<file path="src/hdl/psk2rfd_pkg.sv">
package psk2rfd_pkg;

  localparam int DUR_W     = 20;
  localparam int PER_W     = 12;
  localparam int NUM_W     = DUR_W + 1;
  localparam int WORD_W    = 56;
  localparam int NUM_WORDS = 4;
  localparam int IDX_W     = 2;

  localparam logic [PER_W-1:0] PER_RESET = 12'd255;
  localparam logic [IDX_W-1:0] LAST_WORD = 2'd3;
  localparam logic [IDX_W-1:0] FIRST_WORD = 2'd0;

  localparam int FRAME_BITS_DEF    = 224;
  localparam int PREAMBLE_BITS_DEF = 30;
  localparam int HISTORY_BYTES_DEF = 56;

  typedef struct packed {
    logic             capture;
    logic             div_start;
    logic             load_cnt;
    logic             shift;
    logic             sel_inv;
    logic             decode;
    logic             out_load;
    logic             out_found;
    logic [IDX_W-1:0] out_idx;
    logic             out_last;
  } ctrl_cmd_t;

  typedef struct packed {
    logic eob;
    logic above_half;
    logic div_done;
    logic q_big;
    logic cnt_zero;
    logic hit;
    logic out_free;
  } dp_sts_t;

endpackage

</file>
<file path="src/hdl/psk2rfd_if.sv">
interface psk2rfd_evt_if;
  import psk2rfd_pkg::*;
  logic             valid;
  logic             ready;
  logic             level;
  logic [DUR_W-1:0] duration_us;
  logic             end_of_batch;
  modport source (output valid, level, duration_us, end_of_batch, input ready);
  modport sink (input valid, level, duration_us, end_of_batch, output ready);
endinterface

interface psk2rfd_res_if;
  import psk2rfd_pkg::*;
  logic              valid;
  logic              ready;
  logic              found;
  logic [IDX_W-1:0]  word_index;
  logic [WORD_W-1:0] id_word;
  logic              last;
  logic              batch_done;
  modport source (output valid, found, word_index, id_word, last, batch_done, input ready);
  modport sink (input valid, found, word_index, id_word, last, batch_done, output ready);
endinterface

interface psk2rfd_cfg_if;
  import psk2rfd_pkg::*;
  logic             valid;
  logic             ready;
  logic [PER_W-1:0] bit_period_us;
  modport source (output valid, bit_period_us, input ready);
  modport sink (input valid, bit_period_us, output ready);
endinterface

</file>
<file path="src/hdl/psk2rfd_div.sv">
module psk2rfd_div (
  input  logic                           clk,
  input  logic                           rst,
  input  logic                           start,
  input  logic [psk2rfd_pkg::NUM_W-1:0]  num,
  input  logic [psk2rfd_pkg::PER_W-1:0]  den,
  output logic [psk2rfd_pkg::NUM_W-1:0]  quotient,
  output logic                           done
);
  import psk2rfd_pkg::*;

  localparam int CNT_W = $clog2(NUM_W + 1);

  logic             busy;
  logic [CNT_W-1:0] cnt;
  logic [PER_W-1:0] rem;
  logic [PER_W-1:0] den_r;
  logic [PER_W:0]   rem_sh;
  logic [PER_W:0]   diff;
  logic             ge;

  // restoring division, one quotient bit per cycle, dividend shifts out of quotient
  assign rem_sh = {rem, quotient[NUM_W-1]};
  assign ge     = rem_sh >= {1'b0, den_r};
  assign diff   = rem_sh - {1'b0, den_r};

  always_ff @(posedge clk) begin
    if (rst) begin
      busy <= 1'b0;
      done <= 1'b0;
      cnt  <= '0;
    end else begin
      done <= 1'b0;
      if (start) begin
        busy     <= 1'b1;
        cnt      <= '0;
        rem      <= '0;
        den_r    <= den;
        quotient <= num;
      end else if (busy) begin
        rem      <= ge ? diff[PER_W-1:0] : rem_sh[PER_W-1:0];
        quotient <= {quotient[NUM_W-2:0], ge};
        cnt      <= cnt + 1'b1;
        if (cnt == CNT_W'(NUM_W - 1)) begin
          busy <= 1'b0;
          done <= 1'b1;
        end
      end
    end
  end

endmodule

</file>
<file path="src/hdl/psk2rfd_dp.sv">
module psk2rfd_dp #(
  parameter int FRAME_BITS    = psk2rfd_pkg::FRAME_BITS_DEF,
  parameter int PREAMBLE_BITS = psk2rfd_pkg::PREAMBLE_BITS_DEF,
  parameter int HISTORY_BYTES = psk2rfd_pkg::HISTORY_BYTES_DEF
) (
  input  logic                            clk,
  input  logic                            rst,
  input  psk2rfd_pkg::ctrl_cmd_t          cmd,
  output psk2rfd_pkg::dp_sts_t            sts,
  input  logic                            in_level,
  input  logic [psk2rfd_pkg::DUR_W-1:0]   in_duration_us,
  input  logic                            in_end_of_batch,
  input  logic                            cfg_we,
  input  logic [psk2rfd_pkg::PER_W-1:0]   cfg_data,
  output logic                            out_valid,
  input  logic                            out_ready,
  output logic                            out_found,
  output logic [psk2rfd_pkg::IDX_W-1:0]   out_word_index,
  output logic [psk2rfd_pkg::WORD_W-1:0]  out_id_word,
  output logic                            out_last,
  output logic                            out_batch_done
);
  import psk2rfd_pkg::*;

  localparam int HIST_BITS = HISTORY_BYTES * 8;
  localparam int CNT_W     = $clog2(FRAME_BITS);
  localparam logic [NUM_W-1:0] FRAME_Q = NUM_W'(FRAME_BITS);

  logic                 lvl;
  logic [DUR_W-1:0]     dur;
  logic                 eob;
  logic [PER_W-1:0]     period;
  logic [PER_W-1:0]     per_eff;
  logic [PER_W-2:0]     half;
  logic [HIST_BITS-1:0] true_hist;
  logic [HIST_BITS-1:0] inv_hist;
  logic [HIST_BITS-1:0] sel_hist;
  logic [HIST_BITS-1:0] shifted;
  logic                 feed_bit;
  logic [CNT_W-1:0]     cnt;
  logic [WORD_W-1:0]    words     [NUM_WORDS];
  logic [WORD_W-1:0]    dec_words [NUM_WORDS];
  logic [NUM_W-1:0]     quotient;
  logic [NUM_W-1:0]     numer;
  logic                 div_done;

  function automatic logic hb(input logic [HIST_BITS-1:0] h, input int idx);
    return (idx < HIST_BITS) ? h[idx] : 1'b0;
  endfunction

  function automatic logic pre_at(input logic [HIST_BITS-1:0] h, input int off,
                                  input logic first);
    logic ok;
    ok = 1'b1;
    for (int i = 0; i < PREAMBLE_BITS; i++) begin
      if (i == 0) ok &= (hb(h, off) == first);
      else        ok &= (hb(h, off + i) != first);
    end
    return ok;
  endfunction

  function automatic logic frame_ready(input logic [HIST_BITS-1:0] h);
    return pre_at(h, 0, 1'b1) &&
           (pre_at(h, FRAME_BITS, 1'b1) || pre_at(h, FRAME_BITS, 1'b0));
  endfunction

  assign per_eff  = (period == '0) ? PER_W'(1) : period;
  assign half     = per_eff[PER_W-1:1];
  assign numer    = {1'b0, dur} + NUM_W'(half);
  assign sel_hist = cmd.sel_inv ? inv_hist : true_hist;
  assign feed_bit = cmd.sel_inv ? ~lvl : lvl;
  // index 0 is the oldest bit; new bit enters at the top
  assign shifted  = {feed_bit, sel_hist[HIST_BITS-1:1]};

  always_comb begin
    logic b;
    for (int k = 0; k < NUM_WORDS; k++) begin
      for (int j = 0; j < WORD_W; j++) begin
        b = 1'b0;
        if (k * WORD_W + j < FRAME_BITS)
          b = hb(sel_hist, k * WORD_W + j) ^ hb(sel_hist, k * WORD_W + j + 1);
        dec_words[k][WORD_W-1-j] = b;
      end
    end
  end

  psk2rfd_div u_div (
    .clk      (clk),
    .rst      (rst),
    .start    (cmd.div_start),
    .num      (numer),
    .den      (per_eff),
    .quotient (quotient),
    .done     (div_done)
  );

  assign sts.eob        = eob;
  assign sts.above_half = dur > DUR_W'(half);
  assign sts.div_done   = div_done;
  assign sts.q_big      = quotient >= FRAME_Q;
  assign sts.cnt_zero   = (cnt == '0);
  assign sts.hit        = frame_ready(shifted);
  assign sts.out_free   = !out_valid || out_ready;

  always_ff @(posedge clk) begin
    if (rst) begin
      period    <= PER_RESET;
      true_hist <= '0;
      inv_hist  <= '0;
      out_valid <= 1'b0;
    end else begin
      if (cfg_we) period <= cfg_data;
      if (cmd.shift) begin
        if (cmd.sel_inv) inv_hist <= shifted;
        else             true_hist <= shifted;
      end
      if (cmd.out_load)  out_valid <= 1'b1;
      else if (out_ready) out_valid <= 1'b0;
    end
  end

  always_ff @(posedge clk) begin
    if (cmd.capture) begin
      lvl <= in_level;
      dur <= in_duration_us;
      eob <= in_end_of_batch;
    end
    if (cmd.load_cnt)   cnt <= quotient[CNT_W-1:0];
    else if (cmd.shift) cnt <= cnt - 1'b1;
    if (cmd.decode) words <= dec_words;
    if (cmd.out_load) begin
      out_found      <= cmd.out_found;
      out_word_index <= cmd.out_idx;
      out_id_word    <= cmd.out_found ? words[cmd.out_idx] : '0;
      out_last       <= cmd.out_last;
      out_batch_done <= eob;
    end
  end

endmodule

</file>
<file path="src/hdl/psk2rfd_ctrl.sv">
module psk2rfd_ctrl (
  input  logic                   clk,
  input  logic                   rst,
  input  logic                   in_valid,
  output logic                   in_ready,
  input  psk2rfd_pkg::dp_sts_t   sts,
  output psk2rfd_pkg::ctrl_cmd_t cmd
);
  import psk2rfd_pkg::*;

  typedef enum logic [2:0] {IDLE, CHECK, DIV, FEED, DECODE, EMIT} state_t;

  state_t           state;
  logic             skipping;
  logic             hit;
  logic             sel_inv;
  logic [IDX_W-1:0] idx;

  assign in_ready = (state == IDLE);

  always_comb begin
    cmd           = '0;
    cmd.sel_inv   = sel_inv;
    cmd.out_idx   = idx;
    cmd.out_found = hit;
    cmd.out_last  = !hit || (idx == LAST_WORD);
    unique case (state)
      IDLE:   cmd.capture   = in_valid;
      CHECK:  cmd.div_start = !skipping && sts.above_half;
      DIV:    cmd.load_cnt  = sts.div_done && !sts.q_big;
      FEED: begin
        cmd.shift    = !sts.cnt_zero;
        cmd.load_cnt = sts.cnt_zero && !sel_inv;
      end
      DECODE: cmd.decode   = 1'b1;
      EMIT:   cmd.out_load = sts.out_free;
      default: ;
    endcase
  end

  always_ff @(posedge clk) begin
    if (rst) begin
      state    <= IDLE;
      skipping <= 1'b0;
      hit      <= 1'b0;
      sel_inv  <= 1'b0;
      idx      <= FIRST_WORD;
    end else begin
      unique case (state)
        IDLE: if (in_valid) state <= CHECK;
        CHECK: begin
          hit     <= 1'b0;
          idx     <= FIRST_WORD;
          sel_inv <= 1'b0;
          if (skipping) begin
            if (sts.eob) skipping <= 1'b0;
            state <= EMIT;
          end else if (sts.above_half) begin
            state <= DIV;
          end else begin
            state <= EMIT;
          end
        end
        DIV: if (sts.div_done) state <= sts.q_big ? EMIT : FEED;
        FEED: begin
          if (sts.cnt_zero) begin
            // count exhausted: rerun with the inverted level after the true history, else emit
            if (!sel_inv) sel_inv <= 1'b1;
            else          state   <= EMIT;
          end else if (sts.hit) begin
            hit      <= 1'b1;
            skipping <= !sts.eob;
            state    <= DECODE;
          end
        end
        DECODE: state <= EMIT;
        EMIT: begin
          if (sts.out_free) begin
            if (!hit || idx == LAST_WORD) state <= IDLE;
            else                          idx   <= idx + 1'b1;
          end
        end
        default: state <= IDLE;
      endcase
    end
  end

  a_done_in_div: assert property (@(posedge clk) disable iff (rst)
    sts.div_done |-> state == DIV)
    else $error("divider finished outside DIV");

  a_no_shift_empty: assert property (@(posedge clk) disable iff (rst)
    cmd.shift |-> !sts.cnt_zero)
    else $error("shift with zero count");

  a_hit_decodes: assert property (@(posedge clk) disable iff (rst)
    cmd.shift && sts.hit |=> state == DECODE && hit)
    else $error("hit not followed by decode");

  a_skip_no_shift: assert property (@(posedge clk) disable iff (rst)
    skipping |-> !cmd.shift)
    else $error("history fed while skipping");

  a_last_to_idle: assert property (@(posedge clk) disable iff (rst)
    cmd.out_load && cmd.out_last |=> state == IDLE)
    else $error("controller busy after final result");

endmodule

</file>
<file path="src/hdl/psk2_rfid_frame_decoder_unit.sv">
// PSK2 frame decoder for 224-bit long-format proximity tags.
// events : one demodulated phase event per request (level, duration in us,
//          end_of_batch). Taken only while the unit is idle.
// results: one request with found=0 and last=1 per event that decodes nothing,
//          or four requests (found=1, word_index 0..3, last on the fourth)
//          when the event completes a frame. batch_done echoes end_of_batch.
// cfg    : bit period in us; always ready, write only while idle. 0 acts as 1.
// Steps per event: a check, the bit-serial divider, then history shifts over the
// true and then the inverted history, a decode step and one emit per result.
// The final result sits in an output register; the next event is taken while
// it waits. A stalled receiver holds the unit in its emit state.
// Reset clears both histories, the skip flag and the period (to 255) at once.
module psk2_rfid_frame_decoder_unit #(
  parameter int FRAME_BITS    = psk2rfd_pkg::FRAME_BITS_DEF,
  parameter int PREAMBLE_BITS = psk2rfd_pkg::PREAMBLE_BITS_DEF,
  parameter int HISTORY_BYTES = psk2rfd_pkg::HISTORY_BYTES_DEF
) (
  input logic           clk,
  input logic           rst,
  psk2rfd_evt_if.sink   events,
  psk2rfd_res_if.source results,
  psk2rfd_cfg_if.sink   cfg
);
  import psk2rfd_pkg::*;

  ctrl_cmd_t cmd;
  dp_sts_t   sts;
  logic      in_ready;

  assign events.ready = in_ready;
  assign cfg.ready    = 1'b1;

  psk2rfd_ctrl u_ctrl (
    .clk      (clk),
    .rst      (rst),
    .in_valid (events.valid),
    .in_ready (in_ready),
    .sts      (sts),
    .cmd      (cmd)
  );

  psk2rfd_dp #(
    .FRAME_BITS    (FRAME_BITS),
    .PREAMBLE_BITS (PREAMBLE_BITS),
    .HISTORY_BYTES (HISTORY_BYTES)
  ) u_dp (
    .clk             (clk),
    .rst             (rst),
    .cmd             (cmd),
    .sts             (sts),
    .in_level        (events.level),
    .in_duration_us  (events.duration_us),
    .in_end_of_batch (events.end_of_batch),
    .cfg_we          (cfg.valid),
    .cfg_data        (cfg.bit_period_us),
    .out_valid       (results.valid),
    .out_ready       (results.ready),
    .out_found       (results.found),
    .out_word_index  (results.word_index),
    .out_id_word     (results.id_word),
    .out_last        (results.last),
    .out_batch_done  (results.batch_done)
  );

endmodule
</file>
<file path="src/flat_wrapper.sv">
// flat-port wrapper written by rule: the top's interface ports become plain ports
module psk2_rfid_frame_decoder_unit_flat import psk2rfd_pkg::*;
#(
  parameter int FRAME_BITS    = psk2rfd_pkg::FRAME_BITS_DEF,
  parameter int PREAMBLE_BITS = psk2rfd_pkg::PREAMBLE_BITS_DEF,
  parameter int HISTORY_BYTES = psk2rfd_pkg::HISTORY_BYTES_DEF
)
  (clk, rst, events_valid, events_level, events_duration_us, events_end_of_batch, events_ready, results_valid, results_found, results_word_index, results_id_word, results_last, results_batch_done, results_ready, cfg_valid, cfg_bit_period_us, cfg_ready);
  psk2rfd_evt_if events_i ();
  psk2rfd_res_if results_i ();
  psk2rfd_cfg_if cfg_i ();
  input logic clk;
  input logic rst;
  input wire logic [$bits(events_i.valid)-1:0] events_valid;
  input wire logic [$bits(events_i.level)-1:0] events_level;
  input wire logic [$bits(events_i.duration_us)-1:0] events_duration_us;
  input wire logic [$bits(events_i.end_of_batch)-1:0] events_end_of_batch;
  output wire logic [$bits(events_i.ready)-1:0] events_ready;
  output wire logic [$bits(results_i.valid)-1:0] results_valid;
  output wire logic [$bits(results_i.found)-1:0] results_found;
  output wire logic [$bits(results_i.word_index)-1:0] results_word_index;
  output wire logic [$bits(results_i.id_word)-1:0] results_id_word;
  output wire logic [$bits(results_i.last)-1:0] results_last;
  output wire logic [$bits(results_i.batch_done)-1:0] results_batch_done;
  input wire logic [$bits(results_i.ready)-1:0] results_ready;
  input wire logic [$bits(cfg_i.valid)-1:0] cfg_valid;
  input wire logic [$bits(cfg_i.bit_period_us)-1:0] cfg_bit_period_us;
  output wire logic [$bits(cfg_i.ready)-1:0] cfg_ready;
  assign events_i.valid = events_valid;
  assign events_i.level = events_level;
  assign events_i.duration_us = events_duration_us;
  assign events_i.end_of_batch = events_end_of_batch;
  assign events_ready = events_i.ready;
  assign results_valid = results_i.valid;
  assign results_found = results_i.found;
  assign results_word_index = results_i.word_index;
  assign results_id_word = results_i.id_word;
  assign results_last = results_i.last;
  assign results_batch_done = results_i.batch_done;
  assign results_i.ready = results_ready;
  assign cfg_i.valid = cfg_valid;
  assign cfg_i.bit_period_us = cfg_bit_period_us;
  assign cfg_ready = cfg_i.ready;
  psk2_rfid_frame_decoder_unit #(.FRAME_BITS(FRAME_BITS), .PREAMBLE_BITS(PREAMBLE_BITS), .HISTORY_BYTES(HISTORY_BYTES)) u_core (.clk(clk), .rst(rst), .events(events_i), .results(results_i), .cfg(cfg_i));
endmodule
</file>
<file path="config.mk">
export PLATFORM = sky130hd
export DESIGN_NAME = psk2_rfid_frame_decoder_unit_flat
export DESIGN_NICKNAME = d
export VERILOG_FILES = /design/src/hdl/psk2rfd_pkg.sv /design/src/hdl/psk2rfd_if.sv /design/src/hdl/psk2rfd_div.sv /design/src/hdl/psk2rfd_dp.sv /design/src/hdl/psk2rfd_ctrl.sv /design/src/hdl/psk2_rfid_frame_decoder_unit.sv /design/src/flat_wrapper.sv
export SDC_FILE = /design/constraint.sdc
export NUM_CORES = 2
export LEC_CHECK = 0
export BUFFER_PORTS_ARGS = -buffer_cell sky130_fd_sc_hd__buf_2
export CAP_MARGIN = 15
export CORE_UTILIZATION = 59
export CTS_CLUSTER_SIZE = 16
export DETAILED_ROUTE_END_ITERATION = 8
export MAX_ROUTING_LAYER = met4
export PLACE_DENSITY = 0.86
export SYNTH_ARGS = -nofsm -noshare
export SYNTH_HDL_FRONTEND = slang
export SYNTH_SLANG_ARGS = --single-unit
</file>
<file path="constraint.sdc">
create_clock -name clk -period 18.4 [get_ports clk]
set_input_delay 1.84 -clock clk [delete_from_list [all_inputs] [get_ports clk]]
set_output_delay 1.84 -clock clk [all_outputs]
set_load 0.02 [all_outputs]
</file>
* Word-level counts from Yosys, hierarchy flattened
Index checks and enable logic that the tools add are counted.
Storage, ports and cells: register bits after elaboration 1284, input port bits 39, output and inout port bits 64, word-level logic and storage cells 510
Operators by class: add/subtract/negate cells 5, $lt $le $gt $ge 4, eq/ne operators 17, muxes and demuxes 48, bitwise operators 375, reduce and logical (&&, ||, !) cells 32
Operator list (count):
- two-way mux 448 bit | 1
- XOR 1 bit | 224
- binary-select mux 56 bit (select 2 bit) | 1
- two-way mux 56 bit | 2
- bitwise AND 1 bit | 87
- NOT 1 bit | 63
- two-way mux 21 bit | 2
- two-way mux 12 bit | 3
- two-way mux 3 bit | 10
- adder 20 x 11 -> 21 bit | 1
- >= comparator 21 x 8 -> 1 bit (second input constant) | 1
- > comparator 20 x 11 -> 1 bit | 1
- two-way mux 1 bit | 19
- case mux 3 bit (6 select lines) | 1
- two-way mux 8 bit | 2
- != test 2 bit (second input constant) | 7
- >= comparator 13 x 12 -> 1 bit | 1
- logical NOT 12 bit | 1
- subtractor 12 bit | 1
- AND reduction 2 bit | 5
- nonzero test 2 bit | 5
- logical NOT 8 bit | 1
- case mux 1 bit (2 select lines) | 4
- subtractor 8 x 1 -> 8 bit (second input constant) | 1
- other kinds (22) | 37

* Logic depth before layout (Yosys ltp)
depth in word-level cells 36, depth in mapped cells 12, gate-level depth less buffers 10

* Modules after synthesis
From an unflattened synthesis, not the netlist that was laid out.
Unflattened totals: cell total of the unflattened synthesis 5905, area total of the unflattened synthesis 53236.1 um^2
Modules (own cells, without submodules):
- psk2rfd_dp | instances 1, cells each 5611, area an instance 49946.7 um^2, sequential area each 27656.5 um^2
- psk2rfd_div | instances 1, cells each 219, area an instance 2715.1 um^2, sequential area each 1491.4 um^2
- psk2rfd_ctrl | instances 1, cells each 73, area an instance 563.0 um^2, sequential area each 160.2 um^2
- psk2_rfid_frame_decoder_unit | instances 1, cells each 2, area an instance 11.3 um^2, sequential area each 0.0 um^2

* Worst setup path before layout
OpenSTA, ideal clock, no wires.
path kind register -> register, start point register u_core.u_ctrl.state[0], end point register u_core.u_dp.words[0] in the netlist's numbering (enable), library setup time 1082 ps, data arrival time 15737 ps, data required time 17318 ps, slack 1580 ps, stages on the path, launching flop included 3, buffers on the path 1, period minus slack after synthesis 16820 ps, cell sequence dfxtp_1 > clkbuf_1 > nor3_1
Between the ends: word-level cells in the longest chain between the ends 2
Ends and longest elaborated chain:
- from (decl) | RTL line psk2rfd_ctrl.sv:13 | state_t state;
- from (signal assigned) | RTL line psk2rfd_ctrl.sv:64 | DIV: if (sts.div_done) state <= sts.q_big ? EMIT : FEED;
- equality test 3 bit | RTL line psk2rfd_ctrl.sv:27 | unique case (state)
- two-way mux 1 bit | RTL line psk2rfd_ctrl.sv:27
- to (signal assigned) | RTL line psk2rfd_dp.sv:130 | if (cmd.decode) words <= dec_words;
- to (decl) | RTL line psk2rfd_dp.sv:41 | logic [WORD_W-1:0] words [NUM_WORDS];
No other way between the ends. A chain may end at the register's enable or synchronous reset.

* Final worst setup path
start point register u_core.u_dp.cnt[0], end point register u_core.u_dp.true_hist[298]
Between the ends: word-level cells in the longest chain between the ends 4
Ends and longest elaborated chain:
- from (decl) | RTL line psk2rfd_dp.sv:40 | logic [CNT_W-1:0] cnt;
- from (signal assigned) | RTL line psk2rfd_dp.sv:128 | if (cmd.load_cnt) cnt <= quotient[CNT_W-1:0];
- from (signal assigned) | RTL line psk2rfd_dp.sv:129 | else if (cmd.shift) cnt <= cnt - 1'b1;
- logical NOT 8 bit | RTL line psk2rfd_dp.sv:101 | assign sts.cnt_zero = (cnt == '0);
- logical NOT 1 bit | RTL line psk2rfd_ctrl.sv:32 | cmd.shift = !sts.cnt_zero;
- two-way mux 1 bit | RTL line psk2rfd_ctrl.sv:27
- AND reduction 2 bit (no line)
- to (signal assigned) | RTL line psk2rfd_dp.sv:115 | else true_hist <= shifted;
- to (decl) | RTL line psk2rfd_dp.sv:35 | logic [HIST_BITS-1:0] true_hist;
No other way between the ends.

==> out/metrics.csv <==
metric,value,unit
grt_overflow,0,
num_rows,109,
slew_violations,0,
place_area,0.0538,mm2
layout_common_cells,"nand2_1, a21oi_1, dfxtp_1",
grt_use_met3,0.0289,
core_area,0.0889,mm2
postSynthAreaPerCell,8.99,um2
crit_type,flip-flop to flip-flop,
r2r_slack,13.14,ns
post_cts_buffers,0,
worstMarginPinSlew,1.18,ns
total_power,5990,uW
synth_top_cell_area_share,0.348,
clock-skew-final,0.0366,ns
die_area,0.0914,mm2
cp_slowest_cell,buf_4,
clockRootBuffer,clkbuf_16,
clkLatencyLatePin,0.70,ns
crit_chain,"inv_1, ha_1, nor3b_2, nand3b_1, nor2_1, nor3_2, buf_4, buf_4, buf_4, buf_4, nand2_1, a21oi_1",
timing.fmax,190,MHz
min_from,u_core.u_dp.true_hist[399],
grt_pass1_vias,37648,
rsz0062_at_grt,false,
fin_ws,13.14,ns
port_buffers,101,
cts_tree,yes,
wirelength,111000,um
synthTopCellsByArea,"dfxtp_1, edfxtp_1, nand2_1",
worstHoldPathCells,2,
fp.dieW,302,um
met2_usage,0.411,
wl_per_cell,15.8,um
maxSlewHeadroom,0.212,
async_flop_share,0,
h-tree-depth,3,
cp_num_buf_inv,5,
grt_busiest_layer,met2,
start_util,0.598,
r2r_end,u_core.u_dp.true_hist[298],
use_met1,0.311,
cp_max_fo,106,
period_share,0.286,
clock_path_buffers,3,
crit_arrival,5.84,ns
reg2regPathDepth,12,
cp-start-kind,flip-flop,
cp.required,18.98,ns
drt_iter0_markers,3770,
maxCapViolCount,0,
die_h,302,um
status,"finished, final reports clean",
design_area,0.0578,mm2
grt_pass1_wl,182000,um
ys_ff_latch,1284,
yosys.area.top_type,dfxtp_1,
rr_startpoint,u_core.u_dp.cnt[0],
cts_num_sinks,1284,
drcViolationCount,0,
p_per_area,104,mW/mm2
num_io_pins,103,
gp_congestion,0.871,
yosysWarnings,0,
finalSetupTns,0,ns
crit_path_frequent_cell,buf_4,
place_hpwl,63800,um
cts_buffers,118,
final_common_cell,nand2_1,
grt_max_degree,230,
multi_input_area,0.0220,mm2
fin_nets,5855,
synth.net_count,6000,
syn2layout_area_growth,8.61,%
avgViaCountPerCell,5.65,
drt_pass1_iterations,6,
synth_cells,5920,
min_to,u_core.u_dp.true_hist[398],
hold_viol_final,0,
max_stage_delay,0.93,ns
layout-drive-gt1-share,0.0704,
ys.flop_type,dfxtp_1,
synth_edf_count,360,
critPathTopFamily,buffers and inverters,
cts_hold_buf,0,
dr_total_vias,39824,
min_period,5.26,ns
antenna_found_initial,1,
ant_nets,0,
finalSetupViolations,0,
seq_area_frac_synth,0.551,
fill_cells,6557,
cts.reportedPaths.clkPinSlew,0.07,ns
end_kind,flip-flop,
peakVddDrop,0.104,mV
ctsResizeCount,0,
regArea,0.0293,mm2
synth_cell_types,72,
post-place-ws,13.30,ns
hold_path.class,flip-flop to flip-flop,
grtUsageTotal,0.246,
leakagePower,0.0194,uW
syn-cell-area,0.0532,mm2
synthesized netlist by cell type, types with 25 or more instances:
cell	n
a21oi_1	948
and2_1	59
buf_2	194
clkbuf_1	190
dfxtp_1	924
edfxtp_1	360
ha_1	39
inv_1	50
mux4_2	56
nand2_1	2050
nand4_1	25
nor2_1	70
nor3_1	27
nor4_1	29
o21ai_0	252
xnor2_1	244
xor2_1	234
logic make-up after synthesis:
kind of cell / synth area share
AND/OR/NAND/NOR: 0.174
flip-flops: 0.551
AO/OA/AOI/OAI: 0.122
XOR/XNOR: 0.0787
buffers and inverters: 0.0370
multiplexers: 0.0273
adder cells (fa/ha/maj): 0.00992
other: 0.0000705
tightest hold or removal path: cells and delay by family, from the launching register on:
kind	cells	cell delay, ns
and+or+nand+nor	1	0.05
AOI/OAI and AO/OA	1	0.05
DFF	1	0.32
final cells by class:
class | count | area share
antenna | 1 | 0.0000433
multi-input combinational | 4182 | 0.381
clock inverter | 45 | 0.00654
sequential | 1284 | 0.507
tap | 1165 | 0.0252
inverter | 51 | 0.00331
clock buffer | 180 | 0.0624
timing repair buffer | 138 | 0.0146
metrics by stage:
step	util	hold slack (ns)	instances
floorplan	-	0.432	5920
global placement	0.605	0.436	6819
detailed placement	0.605	0.441	6819
CTS	0.650	0.440	7044
global route	0.650	0.446	7046
finish	0.650	0.436	7046
worst max path at each step:
stage / from / end / cells past startpoint
2_1_floorplan: u_core.u_ctrl.state[0] / u_core.u_dp.words[0] / 2
3_3_place_gp: u_core.u_dp.cnt[0] / u_core.u_dp.true_hist[359] / 12
3_5_place_dp: u_core.u_dp.cnt[0] / u_core.u_dp.true_hist[287] / 12
4_1_cts: u_core.u_dp.cnt[0] / u_core.u_dp.true_hist[137] / 12
5_1_grt: u_core.u_dp.cnt[0] / u_core.u_dp.true_hist[137] / 12
6_report: u_core.u_dp.cnt[0] / u_core.u_dp.true_hist[298] / 12
layer usage:
metal / part of all wire / wire length, um
met1: 0.42 / 47200
met2: 0.50 / 55400
met3: 0.052 / 5750
met4: 0.028 / 3100
met5: 0 / 0
state kept, by name, indices dropped and copies added (netlist names), 2 cells and up:
signal,count
u_core.u_dp.words,224
u_core.u_dp.u_div.quotient,21
u_core.u_ctrl.state,3
u_core.u_dp.inv_hist,448
u_core.u_dp.u_div.den_r,12
u_core.u_ctrl.idx,2
u_core.u_dp.period,12
u_core.u_dp.u_div.rem,12
u_core.u_dp.out_id_word,56
u_core.u_dp.cnt,8
u_core.u_dp.out_word_index,2
u_core.u_dp.u_div.cnt,5
u_core.u_dp.dur,20
u_core.u_dp.true_hist,448
where the power goes:
group,switching (uW),internal [uW]
Combinational,333,135
Sequential,46.0,3000
Clock,1050,1420
Total,1430,4550
(Power assumes the default switching activity.)
